`config.mk`:
```
export PLATFORM = sky130hd
export DESIGN_NAME = utf8_to_utf16_transcoder_unit
export DESIGN_NICKNAME = d
export VERILOG_FILES = /design/src/u8u16_pkg.sv /design/src/u8u16_decoder.sv /design/src/u8u16_out_buf.sv /design/src/utf8_to_utf16_transcoder_unit.sv
export SDC_FILE = /design/constraint.sdc
export NUM_CORES = 1
export LEC_CHECK = 0
export ABC_AREA = 1
export BUFFER_PORTS_ARGS = -buffer_cell sky130_fd_sc_hd__clkbuf_2
export CORE_MARGIN = 4
export CORE_UTILIZATION = 45
export DETAILED_ROUTE_END_ITERATION = 10
export GPL_TIMING_DRIVEN = 0
export PLACE_DENSITY_LB_ADDON = 0.1
export SYNTH_ARGS = -nofsm -noshare
export SYNTH_HDL_FRONTEND = slang
export SYNTH_SLANG_ARGS = --single-unit
```
`constraint.sdc`:
```
create_clock -name clk -period 3.7 [get_ports clk]
set_input_delay 0.37 -clock clk [delete_from_list [all_inputs] [get_ports clk]]
set_output_delay 0.37 -clock clk [all_outputs]
set_load 0.02 [all_outputs]
```
`src/u8u16_pkg.sv`:
```
// Package for the UTF-8 to UTF-16 transcoder: payload types, error codes,
// decode constants and the result builder.
// No dependencies.
package u8u16_pkg;

  localparam int unsigned PartialW = 15;

  localparam logic [7:0] CONT_MASK  = 8'b1100_0000;
  localparam logic [7:0] CONT_TAG   = 8'b1000_0000;
  localparam logic [7:0] LEAD2_MASK = 8'b1110_0000;
  localparam logic [7:0] LEAD2_TAG  = 8'b1100_0000;
  localparam logic [7:0] LEAD3_MASK = 8'b1111_0000;
  localparam logic [7:0] LEAD3_TAG  = 8'b1110_0000;
  localparam logic [7:0] LEAD4_MASK = 8'b1111_1000;
  localparam logic [7:0] LEAD4_TAG  = 8'b1111_0000;

  localparam logic [20:0] SURR_LO    = 21'h00D800;
  localparam logic [20:0] SURR_HI    = 21'h00DFFF;
  localparam logic [20:0] SUPP_BASE  = 21'h010000;
  localparam logic [20:0] CP_MAX     = 21'h10FFFF;
  localparam logic [5:0]  HI_SURR_TAG = 6'b110110;
  localparam logic [5:0]  LO_SURR_TAG = 6'b110111;

  typedef enum logic [2:0] {
    ERR_NONE      = 3'd0,
    ERR_BAD_CONT  = 3'd1,
    ERR_BAD_LEAD  = 3'd2,
    ERR_TRUNC     = 3'd3,
    ERR_ZERO      = 3'd4,
    ERR_UNENC     = 3'd5
  } err_code_t;

  typedef struct packed {
    logic [7:0] byte_in;
    logic       string_last;
  } in_item_t;

  typedef struct packed {
    logic [15:0] unit_out;
    logic        has_unit;
    logic        run_last;
    logic        string_end;
    err_code_t   error_code;
  } out_item_t;

  typedef struct packed {
    logic [1:0] n;
    out_item_t  r0;
    out_item_t  r1;
  } dec_res_t;

  function automatic out_item_t mk_res(logic [15:0] unit, logic has, err_code_t err);
    out_item_t r;
    r.unit_out   = unit;
    r.has_unit   = has;
    r.run_last   = 1'b0;
    r.string_end = 1'b0;
    r.error_code = err;
    return r;
  endfunction

endpackage

```
`src/u8u16_decoder.sv`:
```
// Combinational byte decoder: results and next sequence state for one byte.
// Depends on u8u16_pkg.
module u8u16_decoder (
  input  u8u16_pkg::in_item_t                  item,
  input  logic [u8u16_pkg::PartialW-1:0]       pv,
  input  logic [1:0]                           due,
  output u8u16_pkg::dec_res_t                  dec,
  output logic [u8u16_pkg::PartialW-1:0]       pv_nxt,
  output logic [1:0]                           due_nxt
);

  logic [7:0]                        b;
  logic                              last;
  logic                              lead_has;
  u8u16_pkg::out_item_t              lead_res;
  logic                              lead_open;
  logic [u8u16_pkg::PartialW-1:0]    lead_bits;
  logic [1:0]                        lead_due;
  logic [20:0]                       cp;
  logic [20:0]                       sv;
  logic                              cp_bad;
  logic                              cp_pair;

  assign b    = item.byte_in;
  assign last = item.string_last;

  assign cp      = {pv, b[5:0]};
  assign sv      = cp - u8u16_pkg::SUPP_BASE;
  assign cp_bad  = ((cp >= u8u16_pkg::SURR_LO) && (cp <= u8u16_pkg::SURR_HI)) ||
                   (cp > u8u16_pkg::CP_MAX);
  assign cp_pair = (cp >= u8u16_pkg::SUPP_BASE);

  // lead byte classification
  always_comb begin
    lead_has  = 1'b1;
    lead_res  = u8u16_pkg::mk_res(16'h0000, 1'b0, u8u16_pkg::ERR_BAD_LEAD);
    lead_open = 1'b0;
    lead_bits = '0;
    lead_due  = 2'd0;
    priority if (b == 8'h00) begin
      lead_res = u8u16_pkg::mk_res(16'h0000, 1'b0,
                                   last ? u8u16_pkg::ERR_NONE : u8u16_pkg::ERR_ZERO);
    end else if (b[7] == 1'b0) begin
      lead_res = u8u16_pkg::mk_res({8'h00, b}, 1'b1, u8u16_pkg::ERR_NONE);
    end else if ((b & u8u16_pkg::LEAD2_MASK) == u8u16_pkg::LEAD2_TAG) begin
      lead_bits = {10'd0, b[4:0]};
      lead_due  = 2'd1;
    end else if ((b & u8u16_pkg::LEAD3_MASK) == u8u16_pkg::LEAD3_TAG) begin
      lead_bits = {11'd0, b[3:0]};
      lead_due  = 2'd2;
    end else if ((b & u8u16_pkg::LEAD4_MASK) == u8u16_pkg::LEAD4_TAG) begin
      lead_bits = {12'd0, b[2:0]};
      lead_due  = 2'd3;
    end else begin
      lead_res = u8u16_pkg::mk_res(16'h0000, 1'b0, u8u16_pkg::ERR_BAD_LEAD);
    end
    if (lead_due != 2'd0) begin
      lead_has  = last;
      lead_open = !last;
      lead_res  = u8u16_pkg::mk_res(16'h0000, 1'b0, u8u16_pkg::ERR_TRUNC);
    end
  end

  always_comb begin
    dec.n   = 2'd0;
    dec.r0  = u8u16_pkg::mk_res(16'h0000, 1'b0, u8u16_pkg::ERR_NONE);
    dec.r1  = u8u16_pkg::mk_res(16'h0000, 1'b0, u8u16_pkg::ERR_NONE);
    pv_nxt  = pv;
    due_nxt = due;
    if (due != 2'd0) begin
      priority if ((b & u8u16_pkg::CONT_MASK) == u8u16_pkg::CONT_TAG) begin
        if (due == 2'd1) begin
          pv_nxt  = '0;
          due_nxt = 2'd0;
          priority if (cp_bad) begin
            dec.r0 = u8u16_pkg::mk_res(16'h0000, 1'b0, u8u16_pkg::ERR_UNENC);
            dec.n  = 2'd1;
          end else if (cp_pair) begin
            dec.r0 = u8u16_pkg::mk_res({u8u16_pkg::HI_SURR_TAG, sv[19:10]}, 1'b1,
                                       u8u16_pkg::ERR_NONE);
            dec.r1 = u8u16_pkg::mk_res({u8u16_pkg::LO_SURR_TAG, sv[9:0]}, 1'b1,
                                       u8u16_pkg::ERR_NONE);
            dec.n  = 2'd2;
          end else begin
            dec.r0 = u8u16_pkg::mk_res(cp[15:0], 1'b1, u8u16_pkg::ERR_NONE);
            dec.n  = 2'd1;
          end
        end else begin
          pv_nxt  = {pv[8:0], b[5:0]};
          due_nxt = due - 2'd1;
          if (last) begin
            dec.r0 = u8u16_pkg::mk_res(16'h0000, 1'b0, u8u16_pkg::ERR_TRUNC);
            dec.n  = 2'd1;
          end
        end
      end else if (b == 8'h00) begin
        pv_nxt  = '0;
        due_nxt = 2'd0;
        dec.r0  = u8u16_pkg::mk_res(16'h0000, 1'b0,
                                    last ? u8u16_pkg::ERR_TRUNC : u8u16_pkg::ERR_ZERO);
        dec.n   = 2'd1;
      end else begin
        // broken sequence: flag it, then treat the byte as a fresh lead
        pv_nxt  = '0;
        due_nxt = 2'd0;
        dec.r0  = u8u16_pkg::mk_res(16'h0000, 1'b0, u8u16_pkg::ERR_BAD_CONT);
        dec.n   = 2'd1;
        if (lead_has) begin
          dec.r1 = lead_res;
          dec.n  = 2'd2;
        end
        if (lead_open) begin
          pv_nxt  = lead_bits;
          due_nxt = lead_due;
        end
      end
    end else begin
      if (lead_has) begin
        dec.r0 = lead_res;
        dec.n  = 2'd1;
      end
      if (lead_open) begin
        pv_nxt  = lead_bits;
        due_nxt = lead_due;
      end
    end
    if (last) begin
      pv_nxt  = '0;
      due_nxt = 2'd0;
    end
    if (dec.n == 2'd1) begin
      dec.r0.run_last   = 1'b1;
      dec.r0.string_end = last;
    end else if (dec.n == 2'd2) begin
      dec.r1.run_last   = 1'b1;
      dec.r1.string_end = last;
    end
  end

endmodule

```
`src/u8u16_out_buf.sv`:
```
// Two-entry result buffer: loads up to two results of one byte, drains one per transfer.
// Depends on u8u16_pkg.
module u8u16_out_buf (
  input  logic                  clk,
  input  logic                  rst_n,
  input  logic                  load,
  input  u8u16_pkg::dec_res_t   dec,
  output logic                  free,
  output logic                  out_valid,
  input  logic                  out_ready,
  output u8u16_pkg::out_item_t  out_data
);

  logic [1:0]           cnt_r, cnt_nxt;
  u8u16_pkg::out_item_t res0_r, res0_nxt;
  u8u16_pkg::out_item_t res1_r, res1_nxt;

  assign out_valid = (cnt_r != 2'd0);
  assign out_data  = res0_r;
  assign free      = (cnt_r == 2'd0) || ((cnt_r == 2'd1) && out_ready);

  always_comb begin
    cnt_nxt  = cnt_r;
    res0_nxt = res0_r;
    res1_nxt = res1_r;
    if (load) begin
      cnt_nxt  = dec.n;
      res0_nxt = dec.r0;
      res1_nxt = dec.r1;
    end else if (out_valid && out_ready) begin
      cnt_nxt  = cnt_r - 2'd1;
      res0_nxt = res1_r;
    end
  end

  always_ff @(posedge clk) begin
    if (!rst_n) begin
      cnt_r <= 2'd0;
    end else begin
      cnt_r <= cnt_nxt;
    end
    res0_r <= res0_nxt;
    res1_r <= res1_nxt;
  end

endmodule

```
`src/utf8_to_utf16_transcoder_unit.sv`:
```
// Top level of the UTF-8 to UTF-16 transcoder: input register, sequence state, decoder
// and result buffer. Depends on u8u16_pkg, u8u16_decoder and u8u16_out_buf.
//
// One UTF-8 byte is taken per cycle while the result buffer has room and yields zero, one
// or two UTF-16 results. Bytes that yield at most one result sustain one byte per cycle
// while out_ready is high; a byte that yields two (surrogate pair, or a broken sequence
// followed by a new result) holds the input while the two-entry result buffer drains.
// Faults come out as results with has_unit low and an error code; the last result of a
// byte carries run_last, and of a string's last byte also string_end.
module utf8_to_utf16_transcoder_unit (
  input  logic                  clk,
  input  logic                  rst_n,
  input  logic                  in_valid,
  output logic                  in_ready,
  input  u8u16_pkg::in_item_t   in_data,
  output logic                  out_valid,
  input  logic                  out_ready,
  output u8u16_pkg::out_item_t  out_data
);

  logic                              s1_valid_r, s1_valid_nxt;
  u8u16_pkg::in_item_t               s1_data_r, s1_data_nxt;
  logic [u8u16_pkg::PartialW-1:0]    pv_r, pv_nxt;
  logic [1:0]                        due_r, due_nxt;
  u8u16_pkg::dec_res_t               dec;
  logic                              buf_free;
  logic                              s1_take;
  logic                              in_xfer;

  u8u16_decoder u_dec (
    .item    (s1_data_r),
    .pv      (pv_r),
    .due     (due_r),
    .dec     (dec),
    .pv_nxt  (pv_nxt),
    .due_nxt (due_nxt)
  );

  u8u16_out_buf u_obuf (
    .clk       (clk),
    .rst_n     (rst_n),
    .load      (s1_take && (dec.n != 2'd0)),
    .dec       (dec),
    .free      (buf_free),
    .out_valid (out_valid),
    .out_ready (out_ready),
    .out_data  (out_data)
  );

  assign s1_take  = s1_valid_r && ((dec.n == 2'd0) || buf_free);
  assign in_ready = !s1_valid_r || s1_take;
  assign in_xfer  = in_valid && in_ready;

  always_comb begin
    s1_valid_nxt = s1_valid_r;
    s1_data_nxt  = s1_data_r;
    if (in_xfer) begin
      s1_valid_nxt = 1'b1;
      s1_data_nxt  = in_data;
    end else if (s1_take) begin
      s1_valid_nxt = 1'b0;
    end
  end

  always_ff @(posedge clk) begin
    if (!rst_n) begin
      s1_valid_r <= 1'b0;
      pv_r       <= '0;
      due_r      <= 2'd0;
    end else begin
      s1_valid_r <= s1_valid_nxt;
      if (s1_take) begin
        pv_r  <= pv_nxt;
        due_r <= due_nxt;
      end
    end
    s1_data_r <= s1_data_nxt;
  end

`ifndef SYNTHESIS
  a_unit_no_err : assert property (@(posedge clk) disable iff (!rst_n)
    (out_valid && out_data.has_unit) |-> (out_data.error_code == u8u16_pkg::ERR_NONE))
    else $error("result with a unit carries an error code");

  a_empty_unit_zero : assert property (@(posedge clk) disable iff (!rst_n)
    (out_valid && !out_data.has_unit) |-> (out_data.unit_out == 16'h0000))
    else $error("result without a unit has nonzero unit_out");

  a_end_is_run_last : assert property (@(posedge clk) disable iff (!rst_n)
    (out_valid && out_data.string_end) |-> out_data.run_last)
    else $error("string_end without run_last");

  a_last_clears : assert property (@(posedge clk) disable iff (!rst_n)
    (s1_take && s1_data_r.string_last) |=> ((due_r == 2'd0) && (pv_r == '0)))
    else $error("sequence state not cleared after string end");

  a_last_has_result : assert property (@(posedge clk) disable iff (!rst_n)
    (s1_valid_r && s1_data_r.string_last) |-> (dec.n != 2'd0))
    else $error("string's last byte produced no result");
`endif

endmodule

```
* Yosys cells after proc, flatten, opt, wreduce, memory -nomap -nowiden *
Index checks and enable logic that the tools add are counted.
W data, S select, Z words.

word-level totals
  output and inout port bits = 24
  bits of input ports = 13
  flip-flop bits (word level) = 73
  word-level logic and storage cells = 109

cells by class
  reductions and logical operators = 23
  $add $sub $neg = 3
  eq/ne operators = 8
  $lt $le $gt $ge = 4
  mux-type cells = 55

operators with widths
  cell                      number
  $mux W22                  8
  $mux W15                  11
  $mux W24                  5
  $mux W23                  2
  $mux W46                  1
  $mux W2                   18
  $mux W13                  2
  $ge A21 B16 Y1 const B    1
  $ge A21 B17 Y1 const B    1
  $gt A21 B21 Y1 const B    1
  $le A21 B16 Y1 const B    1
  $sub A20 B17 Y20 const B  1
  $reduce_bool A2 Y1        6
  $mux W3                   3
  $logic_not A8 Y1          1
  $eq A2 B1 Y1 const B      3
  $logic_and A1 B1 Y1       6
  $eq A5 B5 Y1 const B      1
  $mux W5                   1
  $eq A2 B2 Y1 const B      2
  $eq A4 B4 Y1 const B      1
  $logic_not A2 Y1          2
  $logic_or A1 B1 Y1        4
  $mux W1                   4
  other kinds (5)           7

* Depth between registers and ports, before layout *
Gate-level depths: netlist of run 1.

  depth in word-level cells = 18
  mapped depth = 18
  depth with buffers taken out = 18

* Modules after synthesis *
A second synthesis of run 1 with hierarchy kept.

unflattened totals
  cell total of the unflattened synthesis = 574
  area total of the unflattened synthesis = 4474.3 um^2

modules (own cells, without submodules)
  module                         times used  cells each  area an instance (um^2)  sequential area each (um^2)
  u8u16_out_buf                  1           141         1781.7                   1361.3
  u8u16_decoder                  1           303         1566.5                   0.0
  utf8_to_utf16_transcoder_unit  1           130         1126.1                   630.6

* Worst setup path before layout of run 1 *
OpenSTA, ideal clock, no wires.

  path type = register to register
  start point = reg pv_r[10] (netlist name)
  end point = reg s1_data_r[0] (netlist name) (enable)
  stages on the path, launching flop included = 17
  period minus slack after synthesis = 2339 ps
  buffers on the path = 1
  data required time = 3371 ps
  arrival time = 2010 ps
  library setup time = 329 ps
  path slack = 1361 ps
  cell sequence = dfxtp_1 > inv_1 > ha_1 > nand2_1 > inv_1 > nand2_1 > inv_1 > nand2_1 > nand2_1 > nand2_2 > nand3_2 > buf_6 > a21oi_4 > nand3_4 > nand4_1 > nand2_1 > inv_1

between the ends
  longest elaborated chain between the ends = 12
  elaborated cells on any way between the ends = 16
  those cells by class = order compare (4); mux (5); reduce/logical (7)

ends and longest elaborated chain
  element                                                  line                                 text
  start: declaration                                       utf8_to_utf16_transcoder_unit.sv:23  logic [u8u16_pkg::PartialW-1:0] pv_r, pv_nxt;
  start signal: assignment                                 utf8_to_utf16_transcoder_unit.sv:73  pv_r <= pv_nxt;
  $ge A21 B16 Y1 / $le A21 B16 Y1 (equally long branches)  u8u16_decoder.sv:29                  assign cp_bad = ((cp >= u8u16_pkg::SURR_LO) && (cp <= u8u16_pkg::SURR_HI)) ||
  $logic_and A1 B1 Y1                                      u8u16_decoder.sv:29
  $logic_or A1 B1 Y1                                       u8u16_decoder.sv:29
  $mux W24 (*)                                             u8u16_decoder.sv:75                  priority if (cp_bad) begin
  $mux W24 (*)                                             u8u16_decoder.sv:72                  if (due == 2'd1) begin
  $mux W46 (*)                                             u8u16_decoder.sv:71                  priority if ((b & u8u16_pkg::CONT_MASK) == u8u16_pkg::CONT_TAG) begin
  $mux W24 (*)                                             u8u16_decoder.sv:70                  if (due != 2'd0) begin
  $logic_not A2 Y1 (*)                                     utf8_to_utf16_transcoder_unit.sv:50  assign s1_take = s1_valid_r && ((dec.n == 2'd0) || buf_free);
  $logic_or A1 B1 Y1 (*)                                   utf8_to_utf16_transcoder_unit.sv:50
  $logic_and A1 B1 Y1 (*)                                  utf8_to_utf16_transcoder_unit.sv:50
  $logic_or A1 B1 Y1 (*)                                   utf8_to_utf16_transcoder_unit.sv:51  assign in_ready = !s1_valid_r || s1_take;
  named net in_ready                                       utf8_to_utf16_transcoder_unit.sv:14  output logic in_ready,
  $logic_and A1 B1 Y1 (*)                                  utf8_to_utf16_transcoder_unit.sv:52  assign in_xfer = in_valid && in_ready;
  named net in_xfer                                        utf8_to_utf16_transcoder_unit.sv:28  logic in_xfer;
  end signal: assignment                                   utf8_to_utf16_transcoder_unit.sv:77  s1_data_r <= s1_data_nxt;
  end: declaration                                         utf8_to_utf16_transcoder_unit.sv:22  u8u16_pkg::in_item_t s1_data_r, s1_data_nxt;

Mark *: on every way through the listed nets, which the timed path passes. The rest lies on a longest branch.
A chain may end at the register's enable or synchronous reset.

* Final worst setup path of run 1 *
  start point = reg s1_data_r[2] (netlist name)
  end point = out in_ready

between the ends
  longest elaborated chain between the ends = 12
  elaborated cells on any way between the ends = 22
  those cells by class = order compare (4); mux (10); reduce/logical (8)

ends and longest elaborated chain
  element                                                 line
  branches (longest 7 deep; another with $ge A21 B16 Y1)  n/a
  $mux W24 (*)                                            u8u16_decoder.sv:70
  $logic_not A2 Y1 (*)                                    utf8_to_utf16_transcoder_unit.sv:50
  $logic_or A1 B1 Y1 (*)                                  utf8_to_utf16_transcoder_unit.sv:50
  $logic_and A1 B1 Y1 (*)                                 utf8_to_utf16_transcoder_unit.sv:50
  $logic_or A1 B1 Y1 (*)                                  utf8_to_utf16_transcoder_unit.sv:51
  end: declaration                                        utf8_to_utf16_transcoder_unit.sv:14

Every way passes the cells marked *.

==> insert_results.sql, run 1 <==
INSERT INTO impl_metrics (metric_group, metric, value, unit) VALUES
('outcome', 'status', 'completed', ''),
('logic_synthesis', 'register_bit_total_from_synthesis', '68', ''),
('sta', 'tightest_slew', '0.592', 'ns'),
('sta', 'rsz0062_at_grt', 'false', ''),
('floorplan', 'die_h', '99.4', 'um'),
('logic_synthesis', 'mappedNetlistNets', '463', ''),
('logic_synthesis', 'number_of_enable_type_register_cells_in_the_synthesized_netlist', '48', ''),
('clocking', 'clk_transition_reported_paths', '0.08', 'ns'),
('power', 'max-vdd-ir-drop', '0.441', 'mV'),
('setup_path', 'critical_path.reg2reg.startpoint', 's1_data_r[2]$_DFFE_PP_', ''),
('place', 'routabilityCongestion', '0.916', ''),
('sta', 'slew_violations', '0', ''),
('sta', 'timing.max_slew.rel_slack', '0.605', ''),
('finish', 'layoutNonFillerInstCount', '600', ''),
('clocking', 'cts_buffer_depth', '2', ''),
('job', 'max_cap_violations', '0', ''),
('global_route', 'first_global_vias', '2859', ''),
('place', 'placed_cells_incl_taps', '584', ''),
('floorplan', 'die_w', '99.4', 'um'),
('floorplan', 'initial_util', '0.460', ''),
('setup_path', 'r2r.worst_path.cells', '14', ''),
('floorplan', 'fp.coreArea', '8180', 'um2'),
('route', 'finalWirelength', '8.75', 'mm'),
('floorplan', 'placement_rows', '33', ''),
('setup_path', 'crit_path_start_kind', 'flip-flop', ''),
('global_route', 'grt_start_max_net_pins', '27', ''),
('setup_path', 'worst_setup_path_end_kind', 'output port', ''),
('global_route', 'track_usage', '0.188', ''),
('sta', 'finalSetupViolCount', '0', ''),
('clocking', 'tritoncts', 'yes', ''),
('logic_synthesis', 'synthFlopType', 'sky130_fd_sc_hd__edfxtp_1', ''),
('clocking', 'htreeDepth', '3', ''),
('logic_synthesis', 'synth-warning-count', '0', ''),
('setup_path', 'critical_path_required', '3.33', 'ns'),
('sta', 'finalCritPeriodShare', '0.774', ''),
('setup_path', 'arrival', '2.49', 'ns'),
('route', 'drt_pre_antenna_iters', '5', ''),
('route', 'drc_errors', '0', ''),
('clocking', 'clk_latency', '0.35', 'ns'),
('place', 'io_buffer_count', '35', ''),
('route', 'routed-via-count', '3077', ''),
('global_route', 'grt-ovfl-total', '0', ''),
('route', 'via_per_inst', '5.13', ''),
('setup_path', 'reg2reg_setup_slack', '0.87', 'ns'),
('setup_path', 'setup.worst_path.class', 'flip-flop to output port', ''),
('sta', 'finalHoldViolations', '0', ''),
('route', 'dr.first_iter.drc_count', '199', ''),
('logic_synthesis', 'ys_types', '42', ''),
('global_route', 'grt_antenna_before_repair', '0', ''),
('finish', 'layout_common_cells', '103 x sky130_fd_sc_hd__nand2_1, 64 x sky130_fd_sc_hd__nor2_1, 50 x sky130_fd_sc_hd__inv_1', ''),
('logic_synthesis', 'post_synth.cell_area_avg', '8.47', 'um2'),
('power', 'pwr_density_cell', '633', 'nW/um2'),
('sta', 'period_needed', '2.86', 'ns'),
('worst_hold_path', 'timing.hold.worst.class', 'primary input to flip-flop', ''),
('worst_hold_path', 'worst_hold_path.num_cells', '1', ''),
('finish', 'area_delta_synth_final', '12.4', '%'),
('worst_hold_path', 'hold_end', 's1_data_r[7]$_DFFE_PP_', ''),
('clocking', 'cts.repair.resized', '0', ''),
('logic_synthesis', 'gate_count_of_the_mapped_netlist', '444', ''),
('logic_synthesis', 'netlist_area', '3760', 'um2'),
('place', 'dp_hpwl', '6.81', 'mm'),
('route', 'drt.antenna.violating_nets', '0', ''),
('setup_path', 'critPathMaxFanout', '10', ''),
('clocking', 'post-cts-setup-buffer-count', '0', ''),
('logic_synthesis', 'yosysSeqAreaShare', '0.490', ''),
('clocking', 'cts_hold_buf', '0', ''),
('route', 'avgRoutedWirePerCell', '14.6', 'um'),
('finish', 'diodes', '0', ''),
('finish', 'leading_cell_type_in_the_layout_fill_and_taps_excluded', 'sky130_fd_sc_hd__nand2_1', ''),
('logic_synthesis', 'ys_async_sr_fraction', '0', ''),
('finish', 'total_number_of_nets_in_the_final_design', '509', ''),
('floorplan', 'boundaryPins', '37', ''),
('power', 'p_leak', '1.82', 'nW'),
('sta', 'timing.setup.tns', '0', 'ns'),
('worst_hold_path', 'timing.hold.worst.start', 'in_data[7]', ''),
('sta', 'clock_skew', '0.00958', 'ns'),
('global_route', 'grt_first_pass_wirelength', '14.6', 'mm'),
('setup_path', 'r2r-end', 'u_obuf.cnt_r[0]$_SDFFE_PN0P_', ''),
('sta', 'achievable-frequency', '0.349', 'GHz'),
('finish', 'drive_gt1_frac', '0.206', ''),
('clocking', 'cts_buffers', '9', ''),
('floorplan', 'floorplan.die_area', '9890', 'um2'),
('clocking', 'clk_root_buffer_cell', 'sky130_fd_sc_hd__clkbuf_8', ''),
('clocking', 'cts.sinks', '68', '');
==> critical path, stage by stage, from the launching register on <==
cell                       delay (ns)
sky130_fd_sc_hd__edfxtp_1        0.48
sky130_fd_sc_hd__inv_1           0.18
sky130_fd_sc_hd__nand4_1         0.09
sky130_fd_sc_hd__nor2_1          0.20
sky130_fd_sc_hd__nand3_1         0.14
sky130_fd_sc_hd__nand2_2         0.17
sky130_fd_sc_hd__nand3_2         0.14
sky130_fd_sc_hd__buf_6           0.17
sky130_fd_sc_hd__a21oi_4         0.14
sky130_fd_sc_hd__nand3_4         0.09
sky130_fd_sc_hd__nand4_1         0.15
sky130_fd_sc_hd__clkbuf_2        0.20
==> worst max-delay path by stage <==
| stage | to | depth (start not counted) | from |
|---|---|---|---|
| final | in_ready | 11 | s1_data_r[2]$_DFFE_PP_ |
| after global routing | u_obuf.cnt_r[1]$_SDFFE_PN0P_ | 14 | s1_data_r[5]$_DFFE_PP_ |
| after CTS | in_ready | 11 | s1_data_r[5]$_DFFE_PP_ |
| after detailed placement | u_obuf.cnt_r[0]$_SDFFE_PN0P_ | 14 | s1_data_r[5]$_DFFE_PP_ |
| after global placement | u_obuf.cnt_r[0]$_SDFFE_PN0P_ | 14 | s1_data_r[5]$_DFFE_PP_ |
| after floorplan | s1_data_r[0]$_DFFE_PP_ | 16 | pv_r[10]$_SDFFE_PN0P_ |
==> state kept, by name (all words and copies together), names as in the netlist <==
signal and count:
pv_r 15, due_r 2, u_obuf.res1_r 17, u_obuf.cnt_r 2, u_obuf.out_data 22, s1_valid_r 1, s1_data_r 9
==> routing by layer <==
layer,GRT usage,vias up,share of wire
met4,0.0546,0,0.024
met3,0.0442,21,0.056
met5,0,-,0
li1,-,1564,-
met1,0.265,1402,0.48
met2,0.289,90,0.44
==> per-stage QoR <==
stage,total power (W),utilization,hold WS [ns],area [um2],setup WS [ns]
after detailed placement,0.00218,0.498,0.480,4070,0.844
after global routing,0.00286,0.517,0.181,4230,0.628
after floorplan,0.00190,-,0.452,3760,1.36
after CTS,0.00270,0.517,0.183,4230,0.831
after global placement,0.00217,0.498,0.473,4070,0.892
final,0.00268,0.517,0.190,4230,0.836
==> logic make-up after synthesis <==
kind of cell | Yosys count | synth area share
buf+inv | 72 | 0.0845
simple gates | 242 | 0.308
fa+ha+maj | 6 | 0.0200
other cells | 1 | 0.000997
compound gates | 55 | 0.0974
flops | 68 | 0.490
==> area by class of cell <==
type,count,area [um2]
buffer,11,88.8
clock buffer,10,128
clock inverter,6,31.3
fill,794,3950
inverter,61,229
multi-input combinational,304,1600
sequential,68,1840
tap,105,131
timing repair buffer,35,175
==> synthesized netlist by cell type, types with 2 or more instances <==
library cell,n,share of area
sky130_fd_sc_hd__a21oi_1,23,0.031
sky130_fd_sc_hd__buf_4,2,0.0040
sky130_fd_sc_hd__buf_6,3,0.0090
sky130_fd_sc_hd__clkbuf_1,4,0.0040
sky130_fd_sc_hd__clkinv_1,3,0.0030
sky130_fd_sc_hd__dfxtp_1,20,0.11
sky130_fd_sc_hd__edfxtp_1,48,0.38
sky130_fd_sc_hd__ha_1,6,0.020
sky130_fd_sc_hd__inv_1,50,0.050
sky130_fd_sc_hd__inv_2,8,0.0080
sky130_fd_sc_hd__nand2_1,103,0.10
sky130_fd_sc_hd__nand2_2,8,0.013
sky130_fd_sc_hd__nand2_4,2,0.0060
sky130_fd_sc_hd__nand3_1,26,0.035
sky130_fd_sc_hd__nand3_2,5,0.013
sky130_fd_sc_hd__nand3_4,3,0.014
sky130_fd_sc_hd__nand4_1,15,0.025
sky130_fd_sc_hd__nor2_1,64,0.064
sky130_fd_sc_hd__nor2_2,7,0.012
sky130_fd_sc_hd__nor2_4,3,0.0090
sky130_fd_sc_hd__nor3_1,2,0.0027
sky130_fd_sc_hd__o21ai_0,9,0.012
sky130_fd_sc_hd__o21ai_1,2,0.0027
sky130_fd_sc_hd__o21ai_2,5,0.012
sky130_fd_sc_hd__o22ai_1,6,0.010
==> report_power, final <==
group,switching [W],leakage (nW),internal [W]
Combinational,0.000706,1.12,0.000312
Sequential,0.0000635,0.621,0.00107
Clock,0.000289,0.0849,0.000236
Total,0.00106,1.82,0.00162
No activity file was read; power rests on OpenSTA's default activity.
==> inputs of run 2 (changes only) <==
- clock period: 3.7 -> 2.8 ns (I/O delays scaled with it)
==> insert_results.sql, run 2 (synthesis results as in run 1) <==
INSERT INTO impl_metrics (metric_group, metric, value, unit) VALUES
('route', 'finalWirelength', '8.74', 'mm'),
('setup_path', 'critical_path_required', '2.52', 'ns'),
('outcome', 'status', 'completed', ''),
('floorplan', 'fp.coreArea', '8180', 'um2'),
('sta', 'clock_skew', '0.00898', 'ns'),
('sta', 'achievable-frequency', '0.376', 'GHz'),
('global_route', 'grt_antenna_before_repair', '0', ''),
('finish', 'drive_gt1_frac', '0.222', ''),
('setup_path', 'arrival', '2.38', 'ns'),
('worst_hold_path', 'timing.hold.worst.class', 'primary input to flip-flop', ''),
('floorplan', 'die_h', '99.4', 'um'),
('global_route', 'grt_first_pass_wirelength', '14.6', 'mm'),
('route', 'via_per_inst', '5.06', ''),
('sta', 'finalCritPeriodShare', '0.950', ''),
('floorplan', 'floorplan.die_area', '9890', 'um2'),
('route', 'routed-via-count', '3057', ''),
('power', 'pwr_density_cell', '831', 'nW/um2'),
('setup_path', 'critPathMaxFanout', '10', ''),
('clocking', 'clk_transition_reported_paths', '0.07', 'ns'),
('place', 'io_buffer_count', '35', ''),
('route', 'drt_pre_antenna_iters', '5', ''),
('floorplan', 'die_w', '99.4', 'um'),
('job', 'max_cap_violations', '0', ''),
('global_route', 'first_global_vias', '2862', ''),
('sta', 'finalSetupViolCount', '0', ''),
('clocking', 'clk_latency', '0.35', 'ns'),
('sta', 'timing.max_slew.rel_slack', '0.595', ''),
('finish', 'total_number_of_nets_in_the_final_design', '513', ''),
('route', 'drt.antenna.violating_nets', '0', ''),
('route', 'dr.first_iter.drc_count', '188', ''),
('clocking', 'cts_buffer_depth', '2', ''),
('finish', 'leading_cell_type_in_the_layout_fill_and_taps_excluded', 'sky130_fd_sc_hd__nand2_1', ''),
('place', 'detailed_place.area', '4070', 'um2'),
('sta', 'timing.setup.tns', '0', 'ns'),
('power', 'p_leak', '1.84', 'nW'),
('floorplan', 'boundaryPins', '37', ''),
('setup_path', 'crit_path_start_kind', 'flip-flop', ''),
('finish', 'max_ffs_per_register', '22', ''),
('sta', 'slew_violations', '0', ''),
('sta', 'period_needed', '2.66', 'ns'),
('clocking', 'cts.sinks', '68', ''),
('place', 'dp_hpwl', '6.81', 'mm'),
('clocking', 'htreeDepth', '3', ''),
('route', 'drc_errors', '0', ''),
('route', 'avgRoutedWirePerCell', '14.5', 'um'),
('clocking', 'clk_root_buffer_cell', 'sky130_fd_sc_hd__clkbuf_8', ''),
('setup_path', 'reg2reg_setup_slack', '0.23', 'ns'),
('finish', 'area_delta_synth_final', '13.5', '%'),
('clocking', 'cts_buffers', '9', ''),
('clocking', 'tritoncts', 'yes', ''),
('floorplan', 'initial_util', '0.460', ''),
('sta', 'tightest_slew', '0.608', 'ns'),
('clocking', 'cts_hold_buf', '0', ''),
('place', 'routabilityCongestion', '0.916', ''),
('finish', 'postLayoutCellArea', '4270', 'um2'),
('sta', 'finalHoldViolations', '0', ''),
('sta', 'rsz0062_at_grt', 'false', ''),
('finish', 'layout_common_cells', '103 x sky130_fd_sc_hd__nand2_1, 63 x sky130_fd_sc_hd__nor2_1, 48 x sky130_fd_sc_hd__edfxtp_1', ''),
('power', 'max-vdd-ir-drop', '0.543', 'mV'),
('global_route', 'track_usage', '0.188', ''),
('finish', 'diodes', '0', ''),
('setup_path', 'worst_setup_path_end_kind', 'output port', ''),
('setup_path', 'setup.worst_path.class', 'flip-flop to output port', ''),
('global_route', 'grt_start_max_net_pins', '27', ''),
('floorplan', 'placement_rows', '33', ''),
('global_route', 'grt-ovfl-total', '0', '');
## run 2: worst max-delay path: stages (launching register included)
cell and delay [ns]:
sky130_fd_sc_hd__edfxtp_1 0.48, sky130_fd_sc_hd__inv_2 0.14, sky130_fd_sc_hd__nand4_1 0.11, sky130_fd_sc_hd__nor2_2 0.15, sky130_fd_sc_hd__nand3_1 0.12, sky130_fd_sc_hd__nand2_2 0.17
sky130_fd_sc_hd__nand3_2 0.14, sky130_fd_sc_hd__buf_6 0.17, sky130_fd_sc_hd__a21oi_4 0.14, sky130_fd_sc_hd__nand3_4 0.09, sky130_fd_sc_hd__nand4_1 0.15, sky130_fd_sc_hd__buf_4 0.17
## run 2: final timing paths
| kind | startpoint | end | cells after the start |
|---|---|---|---|
| min reg2reg | pv_r[11]$_SDFFE_PN0P_ | pv_r[11]$_SDFFE_PN0P_ | 2 |
| min | in_data[7] | s1_data_r[7]$_DFFE_PP_ | 1 |
| max | s1_data_r[4]$_DFFE_PP_ | in_ready | 11 |
| max reg2reg | s1_data_r[4]$_DFFE_PP_ | u_obuf.out_data[9]$_DFFE_PP_ | 13 |
## run 2: per-layer routing
metal	vias to the layer above	wire, um	track usage
li1	1574	-	-
met1	1383	4130	0.265
met2	89	3900	0.289
met3	11	545	0.0442
met4	0	157	0.0546
met5	-	0	0
## run 2: power breakdown
part,total (W),switching [W],internal (W)
clock,0.000693,0.000380,0.000312
sequential,0.00149,0.0000838,0.00141
combinational,0.00136,0.000940,0.000424
total,0.00355,0.00140,0.00215
## run 2: stage by stage
| stage | utilization | std cells | setup WS, ns | hold WS [ns] | power (W) |
|---|---|---|---|---|---|
| finish | 0.522 | 604 | 0.140 | 0.103 | 0.00355 |
| global route | 0.522 | 604 | 0.00234 | 0.0911 | 0.00379 |
| floorplan | - | 444 | 0.461 | 0.379 | 0.00252 |
| detailed placement | 0.498 | 584 | -0.0558 | 0.459 | 0.00288 |
| CTS | 0.518 | 600 | 0.00888 | 0.0930 | 0.00357 |
| global placement | 0.498 | 584 | -0.00786 | 0.456 | 0.00286 |
## run 2: final cells by class
cell class              count  area [um2]
repair buffers             39         208
flip-flops and latches     68        1840
multi-input cells         304        1610
plain buffers              11        88.8
well taps                 105         131
clock inverters             6        31.3
clock buffers              10         128
fillers                   792        3900
inverters                  61         231
## run 2: repair_timing
action                                  CTS  global route
resized for setup                         1             9
endpoints found under the setup margin   18            59
pin swaps                                 0             1
setup buffers                             0             4
